[config.mk]
export PLATFORM = sky130hd
export DESIGN_NAME = swl_ctrl
export DESIGN_NICKNAME = d
export VERILOG_FILES = /design/src/design/swl_pkg.sv /design/src/design/swl_ctrl.sv
export SDC_FILE = /design/constraint.sdc
export NUM_CORES = 1
export LEC_CHECK = 0
export BUFFER_PORTS_ARGS = -buffer_cell sky130_fd_sc_hd__buf_2
export CAP_MARGIN = 20
export CORE_AREA = 3 3 40 42
export CTS_CLUSTER_DIAMETER = 200
export DETAILED_ROUTE_END_ITERATION = 6
export DIE_AREA = 0 0 43 45
export PLACE_DENSITY = 0.4
export SLEW_MARGIN = 20
export SYNTH_ARGS = -nofsm -noshare
export SYNTH_HDL_FRONTEND = slang
export SYNTH_SLANG_ARGS = --single-unit
[constraint.sdc]
create_clock -name clk -period 0.8 [get_ports clk]
set_input_delay 0.08 -clock clk [delete_from_list [all_inputs] [get_ports clk]]
set_output_delay 0.08 -clock clk [all_outputs]
set_load 0.02 [all_outputs]
[src/design/swl_pkg.sv]
`default_nettype none

package swl_pkg;

    // Lattice geometry; the side must be a power of two no larger than 64.
    localparam int SIDE       = 64;
    localparam int COORD_W    = $clog2(SIDE);
    localparam int ADDR_W     = 3 * COORD_W;
    localparam int CELL_COUNT = SIDE * SIDE * SIDE;

    // Field widths.
    localparam int FIELD_COORD_W = 6;
    localparam int CELL_W        = 2;
    localparam int AXIS_W        = 2;
    localparam int RAND_W        = 16;
    localparam int PROB_W        = 17;
    localparam int COUNT_W       = 19;
    localparam int CFG_INDEX_W   = 2;
    localparam int SPECIES       = 4;

    // Stream payload widths, padded to whole bytes.
    localparam int IN_DATA_W  = 56;
    localparam int OUT_DATA_W = 80;

    // Cell species codes.
    localparam logic [CELL_W-1:0] CELL_EMPTY    = 2'd0;
    localparam logic [CELL_W-1:0] CELL_NUTRIENT = 2'd1;
    localparam logic [CELL_W-1:0] CELL_SOIL     = 2'd2;
    localparam logic [CELL_W-1:0] CELL_WORM     = 2'd3;

    // Item kinds carried on tuser.
    localparam logic CMD_LOAD   = 1'b0;
    localparam logic CMD_UPDATE = 1'b1;

    // Neighbour axis codes; any other code selects z.
    localparam logic [AXIS_W-1:0] AXIS_X = 2'd0;
    localparam logic [AXIS_W-1:0] AXIS_Y = 2'd1;

    // Configuration register indexes.
    localparam logic [CFG_INDEX_W-1:0] CFG_SOIL_FILL      = 2'd0;
    localparam logic [CFG_INDEX_W-1:0] CFG_WORM_DEATH     = 2'd1;
    localparam logic [CFG_INDEX_W-1:0] CFG_REPRODUCE      = 2'd2;
    localparam logic [CFG_INDEX_W-1:0] CFG_NUTRIENT_LEAVE = 2'd3;

    // Configuration reset values (probability scaled by 65536).
    localparam logic [PROB_W-1:0] SOIL_FILL_RESET      = 17'd32768;
    localparam logic [PROB_W-1:0] WORM_DEATH_RESET     = 17'd19661;
    localparam logic [PROB_W-1:0] REPRODUCE_RESET      = 17'd65536;
    localparam logic [PROB_W-1:0] NUTRIENT_LEAVE_RESET = 17'd65536;

    // Commands from the controller to the datapath.
    typedef struct packed {
        logic clear_wr;
        logic accept;
        logic rd_nb;
        logic eval;
        logic commit;
    } swl_cmd_t;

    // Status from the datapath to the controller.
    typedef struct packed {
        logic clear_last;
        logic out_free;
    } swl_status_t;

endpackage

`default_nettype wire

[src/design/swl_ctrl.sv]
`default_nettype none

module swl_ctrl (
    input  wire logic                clk,
    input  wire logic                rst_n,
    input  wire logic                s_tvalid,
    output logic                     s_tready,
    input  wire swl_pkg::swl_status_t status,
    output swl_pkg::swl_cmd_t        cmd
);

    localparam logic [2:0] ST_CLEAR  = 3'd0;
    localparam logic [2:0] ST_IDLE   = 3'd1;
    localparam logic [2:0] ST_RD_NB  = 3'd2;
    localparam logic [2:0] ST_EVAL   = 3'd3;
    localparam logic [2:0] ST_COMMIT = 3'd4;

    logic [2:0] state_reg;
    logic [2:0] state_next;

    // State register; reset starts the clearing sweep.
    always_ff @(posedge clk or negedge rst_n)
    begin
        if (!rst_n)
        begin
            state_reg <= ST_CLEAR;
        end
        else
        begin
            state_reg <= state_next;
        end
    end

    // Next state.
    always_comb
    begin
        state_next = state_reg;
        unique case (state_reg)
            ST_CLEAR:
            begin
                if (status.clear_last)
                begin
                    state_next = ST_IDLE;
                end
            end
            ST_IDLE:
            begin
                if (s_tvalid)
                begin
                    state_next = ST_RD_NB;
                end
            end
            ST_RD_NB:
            begin
                state_next = ST_EVAL;
            end
            ST_EVAL:
            begin
                state_next = ST_COMMIT;
            end
            ST_COMMIT:
            begin
                if (status.out_free)
                begin
                    state_next = ST_IDLE;
                end
            end
            default:
            begin
                state_next = ST_IDLE;
            end
        endcase
    end

    // Command decode.
    assign s_tready     = (state_reg == ST_IDLE);
    assign cmd.clear_wr = (state_reg == ST_CLEAR);
    assign cmd.accept   = (state_reg == ST_IDLE) && s_tvalid;
    assign cmd.rd_nb    = (state_reg == ST_RD_NB);
    assign cmd.eval     = (state_reg == ST_EVAL);
    assign cmd.commit   = (state_reg == ST_COMMIT) && status.out_free;

endmodule

`default_nettype wire

* Yosys cells after proc, flatten, opt, wreduce, memory -nomap -nowiden
Index checks and enable logic that the tools add are counted.
** Storage, ports and cells
- Input port bits :: 5
- Bits in registers :: 3
- Output and inout bits :: 6
** Cells by class
- Multiplexer cells :: 4
- Eq/ne operators :: 7
- Reduce and logical (&&, ||, !) cells :: 4
** Operator list (number)
- $pmux 3 s5 :: 1
- $mux 3 :: 3
- $eq 3x2->1 const B :: 2
- $ne 2x2->1 const B :: 3
- $eq 3x1->1 const B :: 1
- $eq 3x3->1 const B :: 1
- $logic_not 3->1 :: 1
- $reduce_and 3->1 :: 1
- $logic_and 1x1->1 :: 2

* Logic depth before layout (Yosys ltp)
Gate-level depths: netlist (run 1).
- Depth in word-level cells :: 3
- Gate-level depth with buffers :: 3
- Mapped depth without buffers :: 2

* Worst setup path after synthesis (run 1)
No wires, ideal clock.
- Kind :: register to output
- Start point :: register state_reg[2]
- End point :: output cmd[3] (netlist name)
- Setup slack :: -0.425 ns
- Arrival time :: 1.145 ns
- Data required time :: 0.720 ns
- Path buffers :: 1
- Cell stages (with the launch flop) :: 4
- Cell sequence :: dfrtp_1 buf_6 nor3b_2 and2_1
** RTL lines
- start: declaration :: line swl_ctrl.sv:18 : logic [2:0] state_reg;
- start signal: assignment :: line swl_ctrl.sv:30 : state_reg <= state_next;
- end: declaration :: line swl_ctrl.sv:9 : output swl_pkg::swl_cmd_t cmd

==> results of run 1 <==
synthesized netlist by cell type:
library cell,count,area (um2)
nor2_1,2,7.51
nand2b_1,2,12.5
nor3_1,1,5.00
and2_1,1,6.26
a31o_1,1,8.76
mux2i_1,1,10.0
dfrtp_1,3,75.1
a2bb2oi_1,1,8.76
nor3b_1,1,7.51
inv_1,1,3.75
nor3b_2,1,12.5
and3_1,1,6.26
a21oi_1,1,5.00
buf_6,1,11.3
and3b_1,1,8.76
nand3b_1,1,7.51
power groups by stage:
stage / Clock (mW) / Sequential (mW) / Combinational [mW]
after global routing: 0.319 / 0.433 / 1.37
after global placement: 0 / 0.390 / 0.730
after detailed placement: 0 / 0.402 / 0.740
after floorplan: 0 / 0.315 / 0.595
after CTS: 0.290 / 0.403 / 1.01
final: 0.279 / 0.417 / 1.28
cells by family after synthesis:
logic type | after synthesis
AOI/OAI and AO/OA | 3
buffers and inverters | 2
DFF | 3
muxes | 1
and+or+nand+nor | 11
layer usage:
layer / up-vias / track usage (%) / wire length [um]
li1: 117 / - / -
met1: 109 / 8.01 / 269
met2: 7 / 11.4 / 361
met3: 2 / 3.59 / 19
met4: 0 / 12.7 / 14
met5: - / 0 / 0
repair_timing:
item | in CTS | in global routing
pin swaps | 3 | 0
setup buffers | 4 | 3
resized for setup | 12 | 9
endpoints found under the hold margin | 3 | 0
hold buffers | 1 | 0
cloned | 0 | 0
setup endpoints to repair | 9 | 9
worst max-delay path, stage by stage (launching register included):
cell and delay, ps:
dfrtp_2 460, nor3b_4 220, and2_4 160, buf_6 110
cell type report:
type,count,area [um2],area share (%)
inverter,1,3.75,0.847
timing repair buffer,20,176,39.8
sequential,3,78.8,17.8
clock buffer,4,26.3,5.93
multi-input combinational,15,139,31.4
tap,15,18.8,4.24
path summary, 6_finish.rpt:
path | start | end | slack (ps) | depth (start not counted)
max | state_reg[2] | cmd[3] | -460 | 3
min | s_tvalid | state_reg[1] | 140 | 3
max reg2reg | state_reg[2] | state_reg[0] | -320 | 4
min reg2reg | state_reg[2] | state_reg[1] | 540 | 1
max in group asynchronous | rst_n | state_reg[2] | 520 | 2
min in group asynchronous | rst_n | state_reg[0] | 160 | 2
per-stage QoR:
| stage | cell area, um2 | setup TNS (ps) | hold WS (ps) |
|---|---|---|---|
| CTS | 387 | -3180 | 132 |
| global placement | 287 | -1640 | -119 |
| floorplan | 214 | -1180 | -216 |
| global route | 443 | -3830 | 161 |
| detailed placement | 287 | -1890 | -122 |
| finish | 443 | -3410 | 141 |
==> metrics list, run 1 <==
* Max transition margin: between 80% and 90%
- Of the post-synthesis cell area, the part taken by muxes is under 10%.
* Violations in the final reports: setup timing
* Global-route wire length before repair: 1.04 mm
* Number of placement rows: 13
- Summing the areas of all compound-gate instances in the mapped netlist gives a little under an eighth of the synthesized area.
- Floorplan die width: ~43 um
* Routed wirelength normalized by instance count: around 11 um
* Crit path required time: ~720 ps
* Outcome: finished with violations
* N_diodes: 0
* Synthesized flop and latch total: 3
- Reg power frac: 21.1%
- The worst-case IR drop observed on VDD is between 1 and 1.5 mV.
* Antenna violations before repair: 0
* Fillcell total: between 100 and 150
- Iteration-0 DRC count of the detailed router: 1
* Utilization after layout: 34.5%
- Deepest clock path buffer count: 2
* CTS tree: yes
* Timing-limited maximum frequency: 792 MHz
- The final-report hold violation count is 0.
- Detailed Routing Iterations Pass 1: 2
- After layout, the worst setup slack is -462 ps.
* Mean cell area of the mapped netlist: roughly 9.8 um2
* Final setup violation count: 9
- Worst endpoint data arrival time: 1180 ps
* Number of global-route vias before repair: 252
- For the finished layout, the period the worst path requires is about 1300 ps.
* Routed Wire Length: approximately 670 um
* Port Buffers: 10
* Part of the power in combinational logic: around two thirds
- The library cell used most frequently in the layout, excluding fill and tap cells, is buf_6.
* H-tree depth: 1
- Fraction of synthesized cell area in xor and xnor cells: 0%
- By area, the combinational part of the netlist is dominated by simple AND/OR/NAND/NOR gates.
- Once the floorplan was initialized, standard cells occupied between 10% and 20% of the core.
- Setup repair after global routing could not meet its margin everywhere.
* Crit. End Element: output pin
- For the pin with the worst max-slew slack, the measured transition is roughly 150 ps.
- Library cells used by synthesis: 16
* Overall track demand over capacity in global routing: between 8 and 9%
- Num Clock Sinks: 3
* Clock slew at reported path FFs: 40 ps
* Post-layout power: roughly 2.0 mW
- The detailed router placed 235 vias in this run.
- Layout Nets: just under 50
* Share of layout cells above drive strength 1: between 70 and 80%
- The synthesized netlist devotes 0% of its cell area to adder and majority cells.
- Antenna violation net count after detailed routing: 0
- Summed over all nets, the switching power comes to around 0.75 mW.
- The clock arrives with roughly 0.75 ps of skew.
- The tool flagged a number of max-cap violations equal to 0.
- HPWL after detailed placement: 401 um
- After global routing the overflow that remains totals 0.
- Internal power comes to roughly 1.2 mW.
- Dpl cells: between 40 and 50
- Portion of the clock cycle consumed by the worst path in the final layout: 158%
- The die is between 40 and 50 um tall.
* Clock latency on the worst-skew pair: roughly 240 ps
- Classification of the worst-slack hold path: in2reg
* Post-detailed-route via-to-cell ratio: between 4 and 5
* Fraction of power spent switching nets: a little under two fifths
- Critical path startpoint category: flop
- After synthesis, flip-flops and latches occupy a little under two fifths of the total area.
* Total die area: about 0.0019 mm2
* Start-to-end type of the worst setup path: reg2out
- The mapped netlist covers 196 um2.
* Number of nets produced by synthesis: 25
- Before CTS, the worst setup slack after placement is -298 ps.
- Yosys warns: 0
- Post-synthesis to final-layout area growth: 125%
* Share of power burned in the clock network: 14.1%
* Routability cong.: between 0.7 and 0.8
* Syn Inst Count: 20
- Critical path fanouts, max: 6
- Simple-gate share of the synthesized area: between 30% and 40%
- The cell sitting at the root of the clock tree is a clkbuf_4.
- The final-report max-slew violation count came to 0.
* IO Pins: 11
* Detailed-route DRC error count: 0
* CORE AREA: 0.00128 mm2
- Number of buffers created by CTS: 3
- The top cell types in the final layout, fill and taps aside, are buf_6 (9), buf_4 (6), buf_2 (4), clkbuf_4 (3), dfrtp_2 (3).
- Final cell count without fillers: 58
- Leakage dissipation: 0.210 nW
- Pwr dens: approximately 4500 mW/mm2
- Entering global routing, the biggest net connects 8 pins.
- Flip-flop count of the largest register after layout: 3
No activity file was read; power rests on OpenSTA's default activity.
==> inputs of run 2 (changes only) <==
--- a/config.mk
+++ b/config.mk
@@ -5,7 +5,7 @@
 export SDC_FILE = /design/constraint.sdc
 export NUM_CORES = 1
 export LEC_CHECK = 0
-export BUFFER_PORTS_ARGS = -buffer_cell sky130_fd_sc_hd__buf_2
+export BUFFER_PORTS_ARGS = -buffer_cell sky130_fd_sc_hd__clkbuf_2
 export CAP_MARGIN = 20
 export CORE_AREA = 3 3 40 42
 export CTS_CLUSTER_DIAMETER = 200
==> run 2 against run 1 <==
Net effect: the flow still finishes with violations (setup timing); cell count decreased by 1.7%; first-iteration DRC count decreased by 100%; setup slack improved by 14 ps; clock power decreased by 5%; global-route usage decreased by 0.92 points; sequential power decreased by 8.9%; total power decreased by 8.7%; critical path depth unchanged; sequential cell count unchanged; largest cell class unchanged.
==> metrics list, run 2 (synthesized netlist as in run 1, its figures left out) <==
* Critical path startpoint category: flop
* Grt met2 use: 10.8% (-0.60 points)
* Violations in the final reports: setup timing
- Antenna violations before repair: 0 (unchanged)
- The maximum clock path buffer count is 2 (unchanged).
- Routed Wire Length: 574 um (-14%)
- The vertical die dimension came to 45 um (unchanged).
* Setup WS pre-CTS: -304 ps (-6.45 ps)
* Max-Cap Viols: 0 (unchanged)
- The fmax came to 801 MHz (+1.1%).
- The data arrival time of the critical path is 1170 ps (about the same).
* FF-to-FF setup slack: -300 ps (+20 ps)
* Number of global-route vias before repair: 229 (-9.1%)
- The total non-filler cell area in the finished layout is 408 um2 (-7.9%).
- Floorplan die width: 43 um (unchanged)
* Most frequent standard cell in the layout excluding fill and tap cells: buf_4
* Count of pins over their slew limit: 0 (unchanged)
- The critical path required time came to 720 ps (about the same).
* Routability cong.: 0.729 (+1.5%)
- Start-to-end type of the worst setup path: reg2out
- Clock latency on the worst-skew pair: 230 ps (about the same)
- The worst setup path is captured at an output pin.
- Post-detailed-route via-to-cell ratio: 3.95 (-2.6%)
- The final routed DRC violation total came to 0 (unchanged).
* CORE AREA: 0.00128 mm2 (unchanged)
- Maximum clock skew at final layout: 2.91 ps (+2.16 ps)
* Worst Hold Path Cells: 3 (unchanged)
- Total die area: 0.00194 mm2 (unchanged)
- Post-synthesis to final-layout area growth: 108%
- The placement row count is 13 (unchanged).
- Classification of the worst-slack hold path: in2reg
- Worst reg2reg endpoint: state_reg[0]
- TritonCTS built the clock tree.
- The library cells used most frequently in the layout, excluding fill and tap cells, are buf_4 (9), clkbuf_2 (5), clkbuf_4 (3), dfrtp_2 (3).
- Antenna violation net count after detailed routing: 0 (unchanged)
- The number of top-level pins came to 11 (unchanged).
- Iteration-0 DRC count of the detailed router: 0 (-1)
* HPWL after detailed placement: 395 um (-1.6%)
- Num Clock Sinks: 3 (unchanged)
* Leakage dissipation: 0.200 nW (-4.7%)
- The post-detailed-route wirelength per cell came to 10.1 um (-12%).
* Hold Vio Cnt, Final: 0 (unchanged)
- The cell sitting at the root of the clock tree is a clkbuf_4.
- The power density of the placed cells came to 4430 mW/mm2 (-0.87%).
* Initial core utilization: 15.3% (unchanged)
- Portion of the clock cycle consumed by the worst path in the final layout: 156% (-1.8 points)
* Critical path fanouts, max: 6 (unchanged)
- RSZ-0062 raised after global routing: yes
- Largest net degree at the start of global routing: 7 (-1)
* Dpl cell area: 287 um2 (unchanged)
* Final critical-path required period: 1250 ps (-14.3 ps)
- Flip-flop count of the largest register after layout: 3 (unchanged)
* Worst Tran Pin Value: 152 ps (+3.68 ps)
- The CTS clock-pin slew for the worst setup and hold paths came to 40 ps (about the same).
- After global routing, the most crowded layer is met2.
* N_diodes: 0 (unchanged)
- Outcome: finished with violations
- Port Buffers: 10 (unchanged)
- Total negative slack for setup checks: -3050 ps (+361 ps)
* Final setup violation count: 9 (unchanged)
* Via count: 225 (-4.3%)
* Worst Hold End: state_reg[1]
- PnR worst setup slack: -448 ps (+14.3 ps)
* Number of buffers created by CTS: 3 (unchanged)
* Path depth of the worst reg2reg path: 4 (unchanged)
- Met1 track demand over resource: 7.75% (-0.26 points)
- The number of nets in the layout is 48 (-2.0%).
- Overall track demand over capacity in global routing: 7.51% (-0.92 points)
- Aggregate global routing overflow: 0 (unchanged)
* Share of layout cells above drive strength 1: 71.4% (-3.0 points)
* Global routing usage on met3: 3.98% (+0.40 points)
- The worst IR drop on VDD was 1.07 mV (-2.1%).
* FF-to-FF Start: state_reg[2]
- The first-pass iteration count of the detailed router is 1 (-1).
- Hold_sp: s_tvalid
- The maximum level of the CTS H-tree is 1 (unchanged).
* Global-route wire length before repair: 972 um (-6.6%)
* Max transition margin: 89.6% (-0.25 points)
[run 2: routing by layer]
layer | wire length, um | vias to the layer above
met2 | 287 | 8
met5 | 0 | -
met4 | 12 | 0
met3 | 36 | 2
met1 | 237 | 101
li1 | - | 114
[run 2: worst max path at each step]
| stage | from | to | slack, ps |
|---|---|---|---|
| floorplan | state_reg[2] | cmd[3] | -290 |
| CTS | state_reg[2] | cmd[3] | -470 |
| global placement | state_reg[2] | state_reg[2] | -280 |
| finish | state_reg[1] | cmd[4] | -450 |
| global route | state_reg[1] | cmd[0] | -510 |
| detailed placement | state_reg[2] | cmd[3] | -300 |
[run 2: worst max-delay path, cell delays in order (launching register included)]
cell and delay (ps):
dfrtp_2 450, buf_4 160, nor3_1 160, buf_4 170
[run 2: timing repair]
| item | CTS | global route |
|---|---|---|
| setup buffers | 4 | 2 |
| endpoints found under the hold margin | 3 | 0 |
| setup endpoints to repair | 9 | 9 |
| pin swaps | 1 | 4 |
| gates resized for setup | 9 | 8 |
| hold buffers | 1 | 0 |
[run 2: layout make-up]
cell class / count / area, um2
clock buffers: 4 / 26.3
fillers: 138 / 877
inverters: 1 / 3.75
multi-input cells: 15 / 125
flip-flops and latches: 3 / 78.8
well taps: 15 / 18.8
repair buffers: 19 / 155
[run 2: metrics by stage]
stage	std cells	power (mW)	util, %	hold WS (ps)
final	57	1.81	31.7	115
after global placement	46	1.12	22.3	-121
after detailed placement	46	1.14	22.3	-120
after floorplan	20	0.910	-	-216
after global routing	57	1.95	31.7	114
after CTS	55	1.68	29.8	109
[run 2: power by group]
group	switching [mW]	leakage (nW)	internal (mW)	total, mW
Combinational	0.452	0.152	0.710	1.16
Clock	0.0790	0.0150	0.187	0.266
Sequential	0.142	0.0337	0.238	0.380
==> inputs of run 3 (changes only) <==
--- a/config.mk
+++ b/config.mk
@@ -11,8 +11,9 @@
 export CTS_CLUSTER_DIAMETER = 200
 export DETAILED_ROUTE_END_ITERATION = 6
 export DIE_AREA = 0 0 43 45
-export PLACE_DENSITY = 0.4
+export PLACE_DENSITY = 0.39
 export SLEW_MARGIN = 20
 export SYNTH_ARGS = -nofsm -noshare
 export SYNTH_HDL_FRONTEND = slang
 export SYNTH_SLANG_ARGS = --single-unit
+export TNS_END_PERCENT = 50
==> constraint.sdc (replaced) <==
create_clock -name clk -period 1.3 [get_ports clk]
set_input_delay 0.13 -clock clk [delete_from_list [all_inputs] [get_ports clk]]
set_output_delay 0.13 -clock clk [all_outputs]
set_load 0.02 [all_outputs]
==> run 3 against run 2 <==
Net effect: the run now ends clean; highest routed layer unchanged; largest power group unchanged; critical endpoint is now cmd[3]; critical path depth did not move; count of clock-buffer cells in the layout is the same; total power fell by 49%.
==> metrics list, run 3 (synthesized netlist as in run 1, its figures left out) <==
- PnR worst setup slack: 6.93 ps (+455 ps)
* Classification of the worst-slack hold path: in2reg
- The CTS clock-pin slew for the worst setup and hold paths was 40 ps (about the same).
* Area of the multi-input gates: 111 um2 (-11%)
- The combined global-route utilization of all metal layers came to 6.51% (-1.0 points).
- N_diodes: 0 (unchanged)
- Start-to-end type of the worst setup path: reg2out
- The weighted congestion reported at the end of routability-driven placement came to 0.713 (-2.1%).
- The number of flip-flops in the largest register was 3 (unchanged).
- The critical path required time is 1170 ps (+450 ps).
- Iteration-0 DRC count of the detailed router: 1 (+1)
* Final cell count without fillers: 52 (-8.8%)
* Cell at the root of the clock tree: clkbuf_4
- The overall power after layout came to 0.914 mW (-49%).
- The depth of the worst register-to-register path came to 3 (-1).
- The core occupancy in the finished layout was 26.3% (-5.5 points).
- The library cell used most frequently in the layout, excluding fill and tap cells, is clkbuf_2.
- Max-Cap Viols: 0 (unchanged)
- Die height: 45 um (unchanged)
- The global-route wire length before repair is 821 um (-16%).
- Routed Wire Length: 487 um (-15%)
- Pwr dens: 2700 mW/mm2 (-39%)
* Area of all sequential standard cells: 78.8 um2 (unchanged)
- The largest fanout on the critical path was 6 (unchanged).
- Hold Vio Cnt, Final: 0 (unchanged)
* Initial core utilization: 15.3% (unchanged)
* Critical path startpoint category: flop
- The post-route antenna net violation count is 0 (unchanged).
- Worst endpoint data arrival time: 1160 ps (about the same)
* CP cell instances: nor3b_2 -> and2_4 -> buf_8
- The number of vias in the routed layout was 214 (-4.9%).
- The clock period could shrink to around 1300 ps.
- The maximum level of the CTS H-tree is 1 (unchanged).
- Fillcell total: 144 (+4.3%)
- The number of endpoints failing setup at the final stage was 0 (-9).
- The leakage power figure is 0.169 nW (-16%).
* Routed wirelength normalized by instance count: 9.37 um (-7.0%)
- The total clock buffers created by CTS came to 3 (unchanged).
* Antenna violations before repair: 0 (unchanged)
- The worst setup timing slack at the placement stage came to 174 ps (+478 ps).
- The number of clock sinks was 3 (unchanged).
* Detailed-route DRC error count: 0 (unchanged)
- Leaving out fill and tap cells, the most frequent cells in the layout are clkbuf_2 (7), clkbuf_4 (3), buf_4 (3), dfrtp_2 (3), nand2b_1 (2).
* CORE AREA: 0.00128 mm2 (unchanged)
- The worst clock skew is 5.45 ps (+2.53 ps).
- The worst IR drop on VDD was 1.11 mV (+3.9%).
* Port Buffers: 10 (unchanged)
- The largest net degree at the start of global routing came to 9 (+2).
- FF-to-FF setup slack: 310 ps (+610 ps)
* Worst Hold Path Cells: 3 (unchanged)
- Slowest cell on the critical path: dfrtp_2
- Total die area: 0.00194 mm2 (unchanged)
- The run finished with clean final reports.
- The ratio of cells with drive above 1 in the final layout was 59.5% (-12 points).
- The placement row count was 13 (unchanged).
* Count of pins over their slew limit: 0 (unchanged)
- The stage delay of the slowest cell on the critical path is 430 ps (-20 ps).
* Post-synthesis to final-layout area growth: 72.0%
- Worst reg2reg endpoint: state_reg[0]
- The die width was 43 um (unchanged).
* IO Pins: 11 (unchanged)
- The total instance count after detailed placement was 44 (-4.3%).
- CTS tree: yes
* Timing-limited maximum frequency: 773 MHz
- Dominant delay contributor by cell family on the critical path: flip-flops
* Layout Nets: 43 (-10%)
- The slew of the pin with the lowest slew margin was 167 ps (+14.7 ps).
- In the finished design, the share of the clock period the worst path needs comes to around 99%.
- Crit. End Element: output pin
* Number of buffer and inverter instances along the worst setup path: 1 (-1)
- The total congestion overflow after global routing is 0 (unchanged).
- Detailed Routing Iterations Pass 1: 2 (+1)
- Post-route worst hold slack: 182 ps (+67.3 ps)
- Hold_sp: s_tvalid
- The mean number of vias per cell came to 4.12 (+4.3%).
* RSZ-0062 raised after global routing: yes
- The worst register-to-register path begins at state_reg[2].
- Clock latency on the worst-skew pair: 240 ps (about the same)
* Deepest clock path buffer count: 2 (unchanged)
- Max transition margin: 88.8% (-0.74 points)
* Worst Hold End: state_reg[1]
- The number of global-route vias before repair is 217 (-5.2%).
-- run 3: metrics by stage --
step / area [um2] / TNS, ps
global route: 338 / -220
finish: 338 / 0
global placement: 254 / 0
CTS: 320 / -18.8
floorplan: 196 / 0
detailed placement: 254 / 0
-- run 3: per-layer routing --
metal,GRT usage (%),vias to the layer above,routed length (um)
met5,0,-,0
met4,9.04,0,19
met3,3.59,2,43
met2,8.38,11,218
met1,6.31,96,205
li1,-,105,-
-- run 3: repair_timing --
action | 4_1_cts | 5_1_grt
pin swaps | 2 | 2
resized for setup | 6 | 6
setup buffers | 2 | 1
setup endpoints to repair | 2 | 3
hold endpoints to repair | 3 | 0
hold buffers | 1 | 0
-- run 3: worst max path at each step --
stage	end	startpoint	slack, ps	depth (start not counted)
after detailed placement	cmd[3]	state_reg[2]	170	3
after global placement	cmd[3]	state_reg[2]	200	3
final	cmd[3]	state_reg[2]	7	3
after floorplan	cmd[3]	state_reg[2]	20	3
after global routing	cmd[3]	state_reg[2]	-70	3
after CTS	cmd[3]	state_reg[1]	-20	3
-- run 3: cell type report --
type	count	area share (%)
clock buffer	4	7.78
multi-input combinational	15	33.0
inverter	1	1.11
timing repair buffer	14	29.3
sequential	3	23.3
tap	15	5.56
-- run 3: power breakdown --
part / internal [mW] / total [mW] / switching (mW) / leakage [nW]
Combinational: 0.289 / 0.525 / 0.236 / 0.120
Sequential: 0.146 / 0.225 / 0.0787 / 0.0337
Clock: 0.115 / 0.164 / 0.0490 / 0.0150
Total: 0.550 / 0.914 / 0.364 / 0.169
-- run 3: worst reg2reg max path: cells and delay by family (launching register included) --
kind            cells  cell delay (ps)
flops               1              430
buf+inv             1              160
compound gates      1              140
simple gates        1              130
